===== src/design/cdfbs_pkg.sv =====
// shared types and constants for the cdf bucket search block
package cdfbs_pkg;

   // field widths
   localparam int VALUE_W  = 32;
   localparam int CAT_W    = 8;
   localparam int COUNT_W  = 9;
   localparam int ENTRY_W  = VALUE_W + 1;

   // largest table the 8-bit category index can reach
   localparam int INDEX_LIMIT = 256;

   // operation codes
   localparam logic OP_WRITE = 1'b0;
   localparam logic OP_QUERY = 1'b1;

   // register file
   localparam int CSR_ADDR_W = 3;
   localparam int CSR_DATA_W = 32;
   localparam logic REG_CATEGORY_COUNT = 1'b0;
   localparam logic [COUNT_W-1:0] COUNT_RESET = COUNT_W'(1);

   // search sequencer states
   typedef enum logic [1:0] {
      ST_IDLE,
      ST_PROBE,
      ST_WALK,
      ST_DONE
   } state_type;

endpackage


===== src/design/cdfbs_csr.sv =====
// apb register file: category count and its clamped working value
module cdfbs_csr
   import cdfbs_pkg::*;
#(
   parameter int MAX_CATEGORIES = 256
) (
   input  logic                  clock,
   input  logic                  reset,
   input  logic                  csr_psel,
   input  logic                  csr_penable,
   input  logic                  csr_pwrite,
   input  logic [CSR_ADDR_W-1:0] csr_paddr,
   input  logic [CSR_DATA_W-1:0] csr_pwdata,
   output logic [CSR_DATA_W-1:0] csr_prdata,
   output logic                  csr_pready,
   output logic [$clog2((MAX_CATEGORIES < INDEX_LIMIT) ? MAX_CATEGORIES : INDEX_LIMIT):0]
                                 eff_count
);

   localparam int DEPTH = (MAX_CATEGORIES < INDEX_LIMIT) ? MAX_CATEGORIES : INDEX_LIMIT;
   localparam int CW    = $clog2(DEPTH) + 1;

   logic [COUNT_W-1:0] count_ff;
   logic [COUNT_W-1:0] count_in;
   logic               wr_hit;
   logic               reg_sel;

   assign csr_pready = 1'b1;
   assign reg_sel    = csr_paddr[2];
   assign wr_hit     = csr_psel && csr_penable && csr_pwrite && csr_pready
                       && (reg_sel == REG_CATEGORY_COUNT);

   // count register
   always_comb begin
      count_in = count_ff;
      if (wr_hit) begin
         count_in = csr_pwdata[COUNT_W-1:0];
      end
   end

   always_ff @(posedge clock) begin
      if (reset) begin
         count_ff <= COUNT_RESET;
      end else begin
         count_ff <= count_in;
      end
   end

   // readback
   always_comb begin
      csr_prdata = '0;
      if (reg_sel == REG_CATEGORY_COUNT) begin
         csr_prdata = CSR_DATA_W'(count_ff);
      end
   end

   // clamp to the table in use: at least one, at most the depth
   always_comb begin
      if (count_ff == '0) begin
         eff_count = CW'(1);
      end else if (count_ff > COUNT_W'(DEPTH)) begin
         eff_count = CW'(DEPTH);
      end else begin
         eff_count = CW'(count_ff);
      end
   end

endmodule


===== config.mk =====
export PLATFORM = sky130hd
export DESIGN_NAME = cdfbs_csr
export DESIGN_NICKNAME = d
export VERILOG_FILES = /design/src/design/cdfbs_pkg.sv /design/src/design/cdfbs_csr.sv
export SDC_FILE = /design/constraint.sdc
export NUM_CORES = 1
export LEC_CHECK = 0
export ABC_AREA = 1
export BUFFER_PORTS_ARGS = -buffer_cell sky130_fd_sc_hd__buf_4
export CORE_MARGIN = 1.5
export CORE_UTILIZATION = 32
export DETAILED_ROUTE_END_ITERATION = 16
export HOLD_SLACK_MARGIN = 0.08
export PLACE_DENSITY = 0.79
export SYNTH_ARGS = -nofsm -noshare
export SYNTH_HDL_FRONTEND = slang
export SYNTH_SLANG_ARGS = --single-unit

===== constraint.sdc =====
create_clock -name clock -period 1.1 [get_ports clock]
set_input_delay 0.22 -clock clock [delete_from_list [all_inputs] [get_ports clock]]
set_output_delay 0.22 -clock clock [all_outputs]
set_load 0.02 [all_outputs]

==> impl_metrics.json <==
{
  "status": "finished with violations",
  "violations": "negative setup slack",
  "use_met3_pct": 1.84,
  "dpl_worst_slack_ns": -0.157,
  "netlist_area_um2": 673,
  "layout.nets": 192,
  "path_delay_family": "flip-flops",
  "ios": 82,
  "hpwl_mm": 1.16,
  "p_leak_uw": 0.000589,
  "synth-edff-count": 0,
  "final.period_utilization_pct": 139,
  "synth_most_common_cell": "nor2_1",
  "maxCapViolations": 0,
  "slowest_stage": "dfxtp_2",
  "switching_share_pct": 35.3,
  "regMostFlops": "count_ff",
  "power.share.clock_pct": 27.7,
  "port_buffers": 32,
  "clkTransAtPathRegs_ns": 0.07,
  "critPathRequiredTime_ns": 0.88,
  "async_reset_ff_share_pct": 0,
  "min_path_cells": 3,
  "r2r_slack_ns": 0.18,
  "layout-drive-gt1-share_pct": 61.6,
  "cts_made_buffers": 3,
  "skew_ns": 0,
  "diodes": 0,
  "cp.arrival_ns": 1.30,
  "area.growth.synth_to_final_pct": 74.5,
  "met2_usage_pct": 23.5,
  "p_int_uw": 597,
  "yosysWarnings": 0,
  "min_from": "csr_pwdata[7]",
  "die_w_um": 48.9,
  "reg2reg_to": "count_ff[8]",
  "dr.pass1.iters": 4,
  "min_period_ns": 1.52,
  "core_area_um2": 1960,
  "fmax_mhz": 656,
  "root_buffer": "clkbuf_4",
  "power.total_uw": 923,
  "die-area_um2": 2390,
  "drc": 0,
  "rr_startpoint": "count_ff[8]",
  "r2r_cells": 4,
  "synth_top_area_cell": "dfxtp_1",
  "crit_top_cell": "nor2_2",
  "synth-seq-area-share_pct": 26.8,
  "fillers": 169,
  "cp-start-kind": "register",
  "power_frac_comb_pct": 34.6,
  "antenna_found_initial": 0,
  "viasPerCell": 3.89,
  "setup_tns_ns": -3.92,
  "critPathMaxFanout": 7,
  "worst_setup_path_end_kind": "output port",
  "place.gp.congestion": 0.772,
  "crit_type": "register to output port",
  "largest_reg_flops": 9,
  "path_buf_inv": 2,
  "wl_per_cell_um": 9.58,
  "reg_top3": "count_ff: 9 flops",
  "p_switching_uw": 325,
  "netlist.area_leader.share_pct": 26.8,
  "vdd_drop_max_uv": 647,
  "final_util_pct": 59.9,
  "die_y_um": 48.9,
  "ys_top_cells_by_area": "dfxtp_1 (27%), buf_4 (27%), nor2_1 (21%)",
  "yosysUniqueCellTypes": 15,
  "drt_iter0_markers": 11,
  "grtUsageMet1_pct": 14.8,
  "first_global_vias": 586,
  "grt_start_max_net_pins": 12,
  "ant_nets": 0,
  "setup_violations": 17,
  "htreeDepth": 1,
  "hold_path_end": "count_ff[7]",
  "finalMaxSlewViolations": 0,
  "clock_tree.buffer_depth": 2,
  "grt_pass1_wl_mm": 2.44,
  "cts_tree": "yes",
  "synth_area_per_cell_um2": 6.41,
  "grt-busiest-layer": "met2",
  "holdWs_ns": 0.171,
  "finalWirelength_mm": 1.71,
  "slowest_delay_ns": 0.33,
  "cp_cell_sequence": "nor2_2 > nand2_2 > o21ai_4 > inv_4 > nor2_2 > buf_6",
  "cts.sinks": 9,
  "ys_ff_latch": 9,
  "powerDensity_nw_per_um2": 785,
  "grt_usage_pct": 13.1,
  "seqPwrFrac_pct": 37.7,
  "vias": 693,
  "rsz0062_at_grt": "true",
  "synth_cells": 105,
  "synth_common_cells": "nor2_1 (37), buf_4 (24), inv_1 (11), dfxtp_1 (9), o21ai_0 (7)",
  "synthFlopType": "dfxtp_1",
  "hold_viol_final": 0,
  "fin_ws_ns": -0.424,
  "grt.overflow.total": 0,
  "std_cell_rows": 16,
  "start_util_pct": 34.3,
  "clock_latency_ns": 0.26,
  "hp-class": "input port to register"
}
-- how the worst max path moves through the flow --
stage / startpoint / to / slack, ns / depth (start not counted)
4_1_cts: count_ff[7] / eff_count[4] / -0.44 / 6
5_1_grt: count_ff[6] / eff_count[5] / -0.53 / 6
6_report: count_ff[4] / eff_count[5] / -0.42 / 6
3_3_place_gp: count_ff[7] / eff_count[2] / -0.14 / 6
3_5_place_dp: count_ff[7] / eff_count[2] / -0.16 / 6
2_1_floorplan: count_ff[7] / eff_count[1] / -0.05 / 5
-- power groups by stage --
stage          clock network [µW]  registers (µW)  logic [µW]
6_report                      255             348         319
5_1_grt                       291             349         342
4_1_cts                       262             347         270
3_5_place_dp                    0             351         248
3_3_place_gp                    0             350         245
2_1_floorplan                   0             351         225
-- per-layer routing --
layer,share of wire (%),vias up
li1,-,356
met1,40,302
met2,53,32
met3,5.3,3
met4,1.5,0
met5,0,-
-- cells in the final DEF (no fill, tap or decap) --
| cell | n |
|---|---|
| o21ai_1 | 1 |
| dfxtp_4 | 1 |
| o21ai_0 | 7 |
| inv_1 | 2 |
| o21ai_4 | 1 |
| clkinv_2 | 1 |
| nor2_2 | 11 |
| buf_6 | 20 |
| nand3_1 | 1 |
| nand2_1 | 4 |
| nor2_1 | 18 |
| o211ai_1 | 1 |
| dfxtp_2 | 8 |
| inv_2 | 1 |
| nand2_2 | 2 |
| nor2_4 | 9 |
| inv_4 | 9 |
| clkbuf_4 | 3 |
| buf_4 | 27 |
| conb_1 | 24 |
-- timing repair --
| item | in CTS | in global routing |
|---|---|---|
| pin swaps | 6 | 7 |
| hold buffers | 0 | 0 |
| gates resized for setup | 26 | 48 |
| buffers inserted | 4 | 7 |
| setup endpoints to repair | 17 | 18 |
-- area by class of cell --
type	count	area, µm²	area share [%]
multi-input cells	79	424	36.1
clock buffers	3	22.5	1.92
well taps	27	33.8	2.88
clock inverters	1	5.00	0.426
flip-flops and latches	9	194	16.5
repair buffers	47	428	36.4
inverters	12	67.6	5.75
-- logic make-up (layout without fill, tap and decap cells) --
family	Yosys count	in the layout	synth area share [%]
compound gates	10	10	8.36
flops	9	9	26.8
buf+inv	39	63	37.4
simple gates	45	45	26.4
other cells	2	24	1.12
-- worst register-to-register path: cells and delay by family, from the launching register on --
kind	cells	cell delay (ns)
flops	1	0.36
compound gates	1	0.16
simple gates	1	0.06
buf+inv	2	0.24
-- metrics by stage --
stage,std cells,instance area (µm²)
6_report,178,1170
5_1_grt,178,1170
4_1_cts,174,1000
3_5_place_dp,167,901
3_3_place_gp,167,901
2_1_floorplan,127,773
(Power assumes the default switching activity.)
