[src/design/cdfbs_pkg.sv]
// shared types and constants for the cdf bucket search block
package cdfbs_pkg;

   // field widths
   localparam int VALUE_W  = 32;
   localparam int CAT_W    = 8;
   localparam int COUNT_W  = 9;
   localparam int ENTRY_W  = VALUE_W + 1;

   // largest table the 8-bit category index can reach
   localparam int INDEX_LIMIT = 256;

   // operation codes
   localparam logic OP_WRITE = 1'b0;
   localparam logic OP_QUERY = 1'b1;

   // register file
   localparam int CSR_ADDR_W = 3;
   localparam int CSR_DATA_W = 32;
   localparam logic REG_CATEGORY_COUNT = 1'b0;
   localparam logic [COUNT_W-1:0] COUNT_RESET = COUNT_W'(1);

   // search sequencer states
   typedef enum logic [1:0] {
      ST_IDLE,
      ST_PROBE,
      ST_WALK,
      ST_DONE
   } state_type;

endpackage

[src/design/cdfbs_req_if.sv]
// request channel: table writes and queries
interface cdfbs_req_if
   import cdfbs_pkg::*;
();
   logic               valid;
   logic               ready;
   logic               operation;
   logic [CAT_W-1:0]   entry_index;
   logic [VALUE_W-1:0] cumulative_value;
   logic [VALUE_W-1:0] category_probability;
   logic [VALUE_W-1:0] sample_value;

   modport source (
      output valid, operation, entry_index, cumulative_value,
             category_probability, sample_value,
      input  ready
   );
   modport sink (
      input  valid, operation, entry_index, cumulative_value,
             category_probability, sample_value,
      output ready
   );
endinterface

[src/design/cdfbs_rsp_if.sv]
// response channel: chosen category
interface cdfbs_rsp_if
   import cdfbs_pkg::*;
();
   logic             valid;
   logic             ready;
   logic [CAT_W-1:0] chosen_category;

   modport source (
      output valid, chosen_category,
      input  ready
   );
   modport sink (
      input  valid, chosen_category,
      output ready
   );
endinterface

[src/design/cdfbs_search.sv]
// search sequencer: table writes, binary search, backward walk, result register
module cdfbs_search
   import cdfbs_pkg::*;
#(
   parameter int MAX_CATEGORIES = 256
) (
   input  logic clock,
   input  logic reset,
   cdfbs_req_if.sink   req_if,
   cdfbs_rsp_if.source rsp_if,
   input  logic [$clog2((MAX_CATEGORIES < INDEX_LIMIT) ? MAX_CATEGORIES : INDEX_LIMIT):0]
                 eff_count,
   output logic                 ram_wr_en,
   output logic [$clog2((MAX_CATEGORIES < INDEX_LIMIT) ? MAX_CATEGORIES : INDEX_LIMIT)-1:0]
                                ram_wr_addr,
   output logic [ENTRY_W-1:0]   ram_wr_data,
   output logic [$clog2((MAX_CATEGORIES < INDEX_LIMIT) ? MAX_CATEGORIES : INDEX_LIMIT)-1:0]
                                ram_rd_addr,
   input  logic [ENTRY_W-1:0]   ram_rd_data
);

   localparam int DEPTH = (MAX_CATEGORIES < INDEX_LIMIT) ? MAX_CATEGORIES : INDEX_LIMIT;
   localparam int AW    = $clog2(DEPTH);
   localparam int CW    = AW + 1;

   state_type          state_ff, state_in;
   logic [CW-1:0]      lo_ff, lo_in;
   logic [CW-1:0]      hi_ff, hi_in;
   logic [AW-1:0]      mid_ff, mid_in;
   logic [VALUE_W-1:0] sample_ff, sample_in;
   logic               rsp_valid_ff, rsp_valid_in;
   logic [CAT_W-1:0]   rsp_cat_ff, rsp_cat_in;

   logic               accept;
   logic               is_query;
   logic               less;
   logic [CW-1:0]      probe_lo;
   logic [CW-1:0]      probe_hi;
   logic [CW:0]        probe_sum;
   logic [AW-1:0]      probe_mid;
   logic               probe_more;
   logic [CW-1:0]      walk_start;
   logic               mark;
   logic [CW-1:0]      walk_prev;
   logic               out_free;

   assign req_if.ready = (state_ff == ST_IDLE);
   assign accept       = req_if.valid && req_if.ready;
   assign is_query     = (req_if.operation == OP_QUERY);
   assign out_free     = !rsp_valid_ff || rsp_if.ready;

   // table write straight from the request word
   assign ram_wr_en   = accept && (req_if.operation == OP_WRITE)
                        && (32'(req_if.entry_index) < 32'(MAX_CATEGORIES));
   assign ram_wr_addr = AW'(req_if.entry_index);
   assign ram_wr_data = {(req_if.category_probability != '0), req_if.cumulative_value};

   // shared compare step: narrow the interval, pick the next probe and the walk start and step
   always_comb begin
      less       = ram_rd_data[VALUE_W-1:0] < sample_ff;
      probe_lo   = less ? (CW'(mid_ff) + CW'(1)) : lo_ff;
      probe_hi   = less ? hi_ff : CW'(mid_ff);
      probe_sum  = {1'b0, probe_lo} + {1'b0, probe_hi};
      probe_mid  = probe_sum[AW:1];
      probe_more = probe_hi > probe_lo;
      walk_start = (probe_lo >= eff_count) ? (eff_count - CW'(1)) : probe_lo;
      mark       = ram_rd_data[VALUE_W];
      walk_prev  = lo_ff - CW'(1);
   end

   // next state
   always_comb begin
      state_in = state_ff;
      case (state_ff)
         ST_IDLE: begin
            if (accept && is_query) begin
               state_in = ST_PROBE;
            end
         end
         ST_PROBE: begin
            if (!probe_more) begin
               state_in = (walk_start != '0) ? ST_WALK : ST_DONE;
            end
         end
         ST_WALK: begin
            if (mark || (walk_prev == '0)) begin
               state_in = ST_DONE;
            end
         end
         ST_DONE: begin
            if (out_free) begin
               state_in = ST_IDLE;
            end
         end
         default: begin
            state_in = ST_IDLE;
         end
      endcase
   end

   // datapath and ram read address
   always_comb begin
      lo_in        = lo_ff;
      hi_in        = hi_ff;
      mid_in       = mid_ff;
      sample_in    = sample_ff;
      rsp_cat_in   = rsp_cat_ff;
      rsp_valid_in = rsp_valid_ff && !rsp_if.ready;
      ram_rd_addr  = mid_ff;
      case (state_ff)
         ST_IDLE: begin
            if (accept && is_query) begin
               lo_in       = '0;
               hi_in       = eff_count;
               sample_in   = req_if.sample_value;
               mid_in      = AW'(eff_count >> 1);
               ram_rd_addr = AW'(eff_count >> 1);
            end
         end
         ST_PROBE: begin
            if (probe_more) begin
               lo_in       = probe_lo;
               hi_in       = probe_hi;
               mid_in      = probe_mid;
               ram_rd_addr = probe_mid;
            end else begin
               lo_in       = walk_start;
               ram_rd_addr = walk_start[AW-1:0];
            end
         end
         ST_WALK: begin
            if (!mark) begin
               lo_in       = walk_prev;
               ram_rd_addr = walk_prev[AW-1:0];
            end
         end
         ST_DONE: begin
            if (out_free) begin
               rsp_valid_in = 1'b1;
               rsp_cat_in   = CAT_W'(lo_ff);
            end
         end
         default: begin
            lo_in = lo_ff;
         end
      endcase
   end

   // control registers
   always_ff @(posedge clock) begin
      if (reset) begin
         state_ff     <= ST_IDLE;
         rsp_valid_ff <= 1'b0;
      end else begin
         state_ff     <= state_in;
         rsp_valid_ff <= rsp_valid_in;
      end
   end

   // payload registers
   always_ff @(posedge clock) begin
      lo_ff      <= lo_in;
      hi_ff      <= hi_in;
      mid_ff     <= mid_in;
      sample_ff  <= sample_in;
      rsp_cat_ff <= rsp_cat_in;
   end

   assign rsp_if.valid           = rsp_valid_ff;
   assign rsp_if.chosen_category = rsp_cat_ff;

endmodule

[src/flat_wrapper.sv]
// flat-port wrapper written by rule: the top's interface ports become plain ports
module cdfbs_search_flat import cdfbs_pkg::*;
#(
   parameter int MAX_CATEGORIES = 256
)
  (clock, reset, eff_count, ram_wr_en, ram_wr_addr, ram_wr_data, ram_rd_addr, ram_rd_data, req_if_valid, req_if_operation, req_if_entry_index, req_if_cumulative_value, req_if_category_probability, req_if_sample_value, req_if_ready, rsp_if_valid, rsp_if_chosen_category, rsp_if_ready);
  cdfbs_req_if req_if_i ();
  cdfbs_rsp_if rsp_if_i ();
  input  logic clock;
  input  logic reset;
  input  logic [$clog2((MAX_CATEGORIES < INDEX_LIMIT) ? MAX_CATEGORIES : INDEX_LIMIT):0] eff_count;
  output logic ram_wr_en;
  output logic [$clog2((MAX_CATEGORIES < INDEX_LIMIT) ? MAX_CATEGORIES : INDEX_LIMIT)-1:0] ram_wr_addr;
  output logic [ENTRY_W-1:0] ram_wr_data;
  output logic [$clog2((MAX_CATEGORIES < INDEX_LIMIT) ? MAX_CATEGORIES : INDEX_LIMIT)-1:0] ram_rd_addr;
  input  logic [ENTRY_W-1:0] ram_rd_data;
  input wire logic [$bits(req_if_i.valid)-1:0] req_if_valid;
  input wire logic [$bits(req_if_i.operation)-1:0] req_if_operation;
  input wire logic [$bits(req_if_i.entry_index)-1:0] req_if_entry_index;
  input wire logic [$bits(req_if_i.cumulative_value)-1:0] req_if_cumulative_value;
  input wire logic [$bits(req_if_i.category_probability)-1:0] req_if_category_probability;
  input wire logic [$bits(req_if_i.sample_value)-1:0] req_if_sample_value;
  output wire logic [$bits(req_if_i.ready)-1:0] req_if_ready;
  output wire logic [$bits(rsp_if_i.valid)-1:0] rsp_if_valid;
  output wire logic [$bits(rsp_if_i.chosen_category)-1:0] rsp_if_chosen_category;
  input wire logic [$bits(rsp_if_i.ready)-1:0] rsp_if_ready;
  assign req_if_i.valid = req_if_valid;
  assign req_if_i.operation = req_if_operation;
  assign req_if_i.entry_index = req_if_entry_index;
  assign req_if_i.cumulative_value = req_if_cumulative_value;
  assign req_if_i.category_probability = req_if_category_probability;
  assign req_if_i.sample_value = req_if_sample_value;
  assign req_if_ready = req_if_i.ready;
  assign rsp_if_valid = rsp_if_i.valid;
  assign rsp_if_chosen_category = rsp_if_i.chosen_category;
  assign rsp_if_i.ready = rsp_if_ready;
  cdfbs_search #(.MAX_CATEGORIES(MAX_CATEGORIES)) u_core (.clock(clock), .reset(reset), .req_if(req_if_i), .rsp_if(rsp_if_i), .eff_count(eff_count), .ram_wr_en(ram_wr_en), .ram_wr_addr(ram_wr_addr), .ram_wr_data(ram_wr_data), .ram_rd_addr(ram_rd_addr), .ram_rd_data(ram_rd_data));
endmodule
[config.mk]
export PLATFORM = sky130hd
export DESIGN_NAME = cdfbs_search_flat
export DESIGN_NICKNAME = d
export VERILOG_FILES = /design/src/design/cdfbs_pkg.sv /design/src/design/cdfbs_req_if.sv /design/src/design/cdfbs_rsp_if.sv /design/src/design/cdfbs_search.sv /design/src/flat_wrapper.sv
export SDC_FILE = /design/constraint.sdc
export NUM_CORES = 1
export LEC_CHECK = 0
export ABC_AREA = 1
export BUFFER_PORTS_ARGS = -buffer_cell sky130_fd_sc_hd__buf_4
export CAP_MARGIN = 20
export CORE_ASPECT_RATIO = 1.2
export CORE_MARGIN = 4
export CORE_UTILIZATION = 51
export CTS_CLUSTER_SIZE = 30
export DETAILED_ROUTE_END_ITERATION = 16
export PLACE_DENSITY_LB_ADDON = 0.25
export SYNTH_ARGS = -nofsm -noshare
export SYNTH_HDL_FRONTEND = slang
export SYNTH_SLANG_ARGS = --single-unit
[constraint.sdc]
create_clock -name clock -period 5.6 [get_ports clock]
set_input_delay 0.84 -clock clock [delete_from_list [all_inputs] [get_ports clock]]
set_output_delay 0.84 -clock clock [all_outputs]
set_load 0.05 [all_outputs]
==> impl_results.md, run 1 <==
* Max stage delay cell, worst path: ha_1
* Nets at roughly 1000
* Initial antenna violation count at 1
* Leakage at 3.404 nW
* CP Capture Type: output pin
* GPL Wtd Cong at 0.9585
* Critical path launch point type: input pin
* Syn Area/Cell at 8.028 um^2
* Dpl cells at 960
* Vias in the first global route at ~5300
* Commonest non-fill, non-tap cells in the layout: nand2_1, buf_4, inv_1, edfxtp_1, ha_1
* Clk_lat worst skew at 340 ps
* Clk buf depth at 2
* Placement Setup Slack at 70.88 ps
* Min Hold Slack at 523.7 ps
* Post-Route WL at 17.19 mm
* Final setup vio count at 0
* Critical path type: input pin to output pin
* Status: finished, final reports clean
* Number of CTS-inserted buffers at 9
* Top Ports at 211
* Wire per inst at between 15 and 20 um
* Largest vdd supply drop at 624.6 uV
* Adder-Cell Fraction of Synth Area at 0.1440
* Slew headroom at 0.4500
* Max Fclk at about 190 MHz
* Die Span X at approximately 110 um
* Final setup margin at 225.9 ps
* Post-synthesis compound-gate area fraction at 0.1254
* Largest net degree at the start of global routing at 43
* Grt total ovfl at 0
* Hold buffers post-CTS at 0
* Die ar. at 13120 um^2
* CP max stage delay at about 320 ps
* Sequential area share after synthesis at 0.3528
* Vias at 5398
* Post-route DRC at 0
* Std-Cell Rows at between 40 and 50
* All-Layer GR Usage at 0.2530
* Ys async rst share at 0
* Crit-path max FO at 15
* Core ar. at about 11000 um^2
* Count of different cell masters after synthesis at 45
* Crit path top cell by count: nand2_1
* Tmin final at 5374 ps
* Main flop type after synthesis: edfxtp_1
* Synth-to-layout area growth at 23.48%
* Syn Std Cell Area at 5788 um^2
* # clock sinks at 69
* Most common cell after layout, fill and taps aside: nand2_1
* Fin crit share at 0.9597
* DPL Wire Length at 13.60 mm
* First-pass GRT wire length at 26.36 mm
* Clock root buffer: clkbuf_16
* Arrival @ worst endpoint at 4530 ps
* Via-to-Cell Ratio at 5.497
* CTS tree: yes
* Largest family of logic cells by synthesized area: simple AND/OR/NAND/NOR gates
* Synthesized instance count at 721
* Port Buffers at 130
* Max Cap Violations at 0
* Power Total at 4.149 mW
* Initial Utilization at 0.5220
* Pwr dens at 580.5 nW/um^2
* Routed Antenna Nets at 0
* Post-synthesis xor/xnor area fraction at 0.02724
* Worst Clk Skew at a little over 9 ps
* Non-Filler Instances at approximately 980
* Initial DRT Pass Iterations at 5
* CTS H-Tree Depth at 3
* Share of post-route cells with drive strength above 1 at 0.2418
* Post-synth EDFFs at 66
* Synthesis warning total at 0
* Simple-gate share of the synthesized area at 0.2164
* Net Count, Synth at around 940
* #FFs+latches synth at 69
* Worst-margin pin slew at 825.0 ps
* Hold Crit Class: flip-flop to flip-flop
* Slew Limit Fails at 0
* Worst-path clk slew at 60 ps
* Hold Vio Cnt, Final at 0
* Die height at 124.7 um
* Mux contribution to synthesized area at 0.001729
* Initial DRC Count at approximately 510
* Data required, critical path at 4760 ps
==> per-stage QoR <==
step                utilization  area (um^2)  setup TNS [ps]
finish                   0.6446         7147               0
global route             0.6446         7147          -20.96
CTS                      0.6311         6998               0
detailed placement       0.6013         6668               0
global placement         0.6013         6668               0
floorplan                     -         5788               0
==> where the power goes <==
part	leakage (nW)	total (mW)	internal, mW	switching [mW]
clock network	0.159	0.632	0.398	0.234
registers	0.649	0.884	0.780	0.104
logic	2.60	2.63	0.897	1.74
total	3.40	4.15	2.07	2.07
==> path summary, 6_finish.rpt <==
path                                            from                  end  slack, ps  depth (start not counted)
worst max-delay path                 ram_rd_data[23]       ram_rd_addr[0]        230                         25
worst min-delay path             u_core.rsp_if.valid  u_core.rsp_if.valid        520                          2
worst max register to register  u_core.sample_ff[23]      u_core.lo_ff[4]       1580                         24
worst min register to register   u_core.rsp_if.valid  u_core.rsp_if.valid        520                          2
==> cell type report <==
type | instances | area, um^2
Clock buffer | 9 | 225.2
Timing Repair Buffer | 144 | 1111
Antenna cell | 1 | 2.502
Multi-Input combinational cell | 492 | 3070
Tap cell | 154 | 192.7
Clock inverter | 7 | 105.1
Fill cell | 946 | 3941
Inverter | 106 | 397.9
Sequential cell | 69 | 2042
==> critical path, delay by kind of cell <==
kind	cells	cell delay, ps
simple gates	12	1220
compound gates	6	1030
buf+inv	5	820
fa+ha+maj	2	600
==> registers in the layout, summed over array words and instances, names as in the netlist <==
signal,cells
u_core.sample_ff,32
u_core.mid_ff,8
u_core.hi_ff,9
u_core.lo_ff,9
u_core.rsp_if.chosen_category,8
u_core.rsp_if.valid,1
u_core.state_ff,2
==> per-layer routing <==
metal  vias to the layer above  GRT usage  share of wire
met5                         -          0              0
met4                         0     0.1259          0.040
met3                        51    0.04769          0.083
met2                       287     0.4407           0.49
met1                      2467     0.2942           0.39
li1                       2593          -              -
==> logic make-up (layout without fill, tap and decap cells) <==
group | after synthesis | after routing
adder cells (fa/ha/maj) | 66 | 66
AO/OA/AOI/OAI | 126 | 126
buffers and inverters | 160 | 266
XOR/XNOR | 18 | 18
other | 0 | 1
flip-flops | 69 | 69
multiplexers | 1 | 1
AND/OR/NAND/NOR | 281 | 281
==> synth_stat cells (3+ instances only) <==
cell type / number / area, um^2
a211oi_1: 5 / 37.54
a21oi_1: 48 / 240.2
a22oi_1: 4 / 30.03
a31oi_1: 5 / 31.28
and2_1: 3 / 18.77
buf_2: 4 / 20.02
buf_4: 41 / 307.8
clkbuf_1: 7 / 26.28
dfxtp_1: 3 / 60.06
edfxtp_1: 66 / 1982
ha_1: 65 / 813.3
inv_1: 102 / 382.9
nand2_1: 147 / 551.8
nand2_2: 7 / 43.79
nand3_1: 35 / 175.2
nand3b_1: 4 / 30.03
nand4_1: 6 / 37.54
nor2_1: 46 / 172.7
nor3_1: 11 / 55.05
nor4_1: 10 / 62.56
o211ai_1: 10 / 75.07
o21ai_0: 37 / 185.2
o21ai_1: 6 / 30.03
o21bai_1: 3 / 22.52
or2_2: 4 / 25.02
xor2_1: 17 / 148.9
==> repair_timing <==
item,in CTS,in global routing
buffers inserted,0,4
resized for setup,0,23
hold endpoints to repair,0,0
endpoints found under the setup margin,0,8
No activity file was read; power rests on OpenSTA's default activity.
==> run 2: changes to the inputs <==
--- a/constraint.sdc
+++ b/constraint.sdc
@@ -3,2 +3,2 @@
 set_output_delay 0.84 -clock clock [all_outputs]
-set_load 0.05 [all_outputs]
+set_load 0.005 [all_outputs]
==> run 2 against run 1 <==
Die area unchanged. Critical path depth rose by 2. Clock power down 9.7%. Non-clock buffer count did not move. Clock skew increased by 3.3 ps. Wire length fell by 3.6%. Register-to-register slack got worse by 130 ps. Combinational power shrank 14%. Worst hold slack worse by 2.3 ps. Sequential share of layout area is 0.50 points higher. Final cell count decreased by 0.10%. Worst setup slack better by 120 ps. Critical path type unchanged. Critical endpoint is now ram_rd_addr[6]. Highest routed layer unchanged.
==> impl_results.md, run 2 (same netlist as run 1, synthesis figures left out) <==
* DPL Wire Length at 13.46 mm
* Largest net degree at the start of global routing at 43
* Critical hold path startpoint: u_core.rsp_if.valid
* Die height at 124.7 um
* Crit-path max FO at 10
* Max Cap Violations at 0
* Arrival @ worst endpoint at approximately 4400 ps
* Initial Utilization at 0.5220
* Share of post-route cells with drive strength above 1 at 0.2249
* First-pass GRT wire length at 26.31 mm
* Largest vdd supply drop at between 300 and 400 uV
* Post-route DRC at 0
* Commonest non-fill, non-tap cells in the layout: nand2_1, buf_4, inv_1, edfxtp_1, ha_1
* Vias at 5356
* CP max stage delay at 330 ps
* Tmin final at 5250 ps
* Final setup vio count at 0
* Wire per inst at 16.89 um
* All-Layer GR Usage at 0.2519
* CP Launch Point: ram_rd_data[23]
* Die Span X at 105.3 um
* Critical path launch point type: input pin
* Number of fill cells at about 950
* CTS tree: yes
* Routed Antenna Nets at 0
* Critical path's top delay family: simple AND/OR/NAND/NOR gates
* CTS H-Tree Depth at 3
* Max Fclk at 190.5 MHz
* Grt total ovfl at 0
* Power Total at 3.707 mW
* Hold Crit Class: flip-flop to flip-flop
* Hold buffers post-CTS at 0
* Status: finished, final reports clean
* Crit path top cell by count: buf_4
* Clock root buffer: clkbuf_16
* Top Ports at 211
* Die ar. at 13120 um^2
* Slew headroom at 0.4794
* Number of CTS-inserted buffers at 9
* Max reg flops at 32
* CP bufs+invs at 6
* Reg with most FFs: u_core.sample_ff
* Synth-to-layout area growth at 21.34%
* Setup TNS at 0 ps
* Initial DRT Pass Iterations at 5
* Post-Route WL at 16.57 mm
* Top flop regs: u_core.sample_ff (32), u_core.hi_ff (9), u_core.lo_ff (9)
* Vias in the first global route at around 5300
* CP Capture Type: output pin
* Pwr dens at 527.8 nW/um^2
* # clock sinks at 69
* Leakage at roughly 3.4 nW
* R2R Path Start: u_core.sample_ff[15]
* Via-to-Cell Ratio at 5.460
* Most common cell after layout, fill and taps aside: nand2_1
* Clk buf depth at 2
* Slew Limit Fails at 0
* Fin crit share at 0.9375
* Std-Cell Rows at 42
* Critical path type: input pin to output pin
* Nets at approximately 1000
* Core ar. at between 10000 and 15000 um^2
* Initial antenna violation count at 0
* Hold Vio Cnt, Final at 0
* Initial DRC Count at 459
* Port Buffers at 130
* GPL Wtd Cong at 0.9825
* Clk_lat worst skew at 340 ps
* Worst Clk Skew at 12.52 ps
* # diodes at 0
* Worst-path clk slew at about 50 ps
* Data required, critical path at 4760 ps
* Worst-margin pin slew at 780.8 ps
* Max stage delay cell, worst path: ha_1
* RSZ-0062 raised after global routing: no
==> run 2: changes by cell type in the layout (fill, tap and decap cells not counted), sizes merged <==
cell | previous run | this run
clkbuf | 11 | 9
clkinvlp | 1 | 2
buf | 142 | 144
clkinv | 2 | 6
diode | 1 | 0
bufinv | 2 | 1
inv | 108 | 104
==> run 2: where the power goes <==
part | internal [mW] | switching (mW)
sequential | 0.780 | 0.107
combinational | 0.837 | 1.41
clock | 0.342 | 0.229
==> run 2: worst paths after layout <==
check,to,slack (ps),depth (start not counted)
worst min register to register,u_core.rsp_if.valid,520,2
worst max register to register,u_core.hi_ff[0],1450,27
worst min-delay path,u_core.rsp_if.valid,520,2
worst max-delay path,ram_rd_addr[6],350,27
==> run 2: stage by stage <==
step	util	std cells	setup WS, ps	cell area [um^2]	hold slack, ps
floorplan	-	721	752.4	5788	475.0
global placement	0.6047	965	422.8	6705	499.2
detailed placement	0.6047	965	268.3	6705	514.8
CTS	0.6310	981	263.9	6997	525.9
global route	0.6334	981	3.539	7023	553.3
finish	0.6334	981	349.9	7023	521.4
==> run 2: what timing repair did <==
item / 4_1_cts / 5_1_grt
resized for setup: 0 / 7
setup endpoints to repair: 0 / 6
buffers inserted: 0 / 0
==> run 2: layer usage <==
metal | vias to the layer above | part of all wire | GRT usage
met5 | - | 0 | 0
met1 | 2489 | 0.39 | 0.2899
met3 | 33 | 0.076 | 0.06428
met4 | 0 | 0.022 | 0.08571
li1 | 2588 | - | -
met2 | 246 | 0.51 | 0.4489
==> run 2: final cells by class <==
type	count	area, um^2	area share
clock buffer	9	225.2	0.03207
clock inverter	7	66.31	0.009442
inverter	106	397.9	0.05665
multi-input combinational	492	3005	0.4279
sequential	69	2042	0.2908
tap	154	192.7	0.02744
timing repair buffer	144	1094	0.1557
==> run 2: worst reg2reg max path, cell delays in order, from the launching register on <==
cell	delay, ps
edfxtp_1	380
inv_1	80
ha_1	240
nand2_1	80
inv_1	40
nand3_1	80
inv_1	50
a21oi_1	150
nand2_1	100
nand2_2	80
nand2_2	70
buf_12	160
o21ai_2	180
inv_2	100
ha_1	340
nor3_1	230
nor2_1	70
o21ai_1	140
nand3_1	80
nand2_1	70
a21oi_1	60
o21bai_1	150
nand2_2	110
buf_4	170
nor2_4	130
inv_2	60
a21oi_1	200
buf_4	240
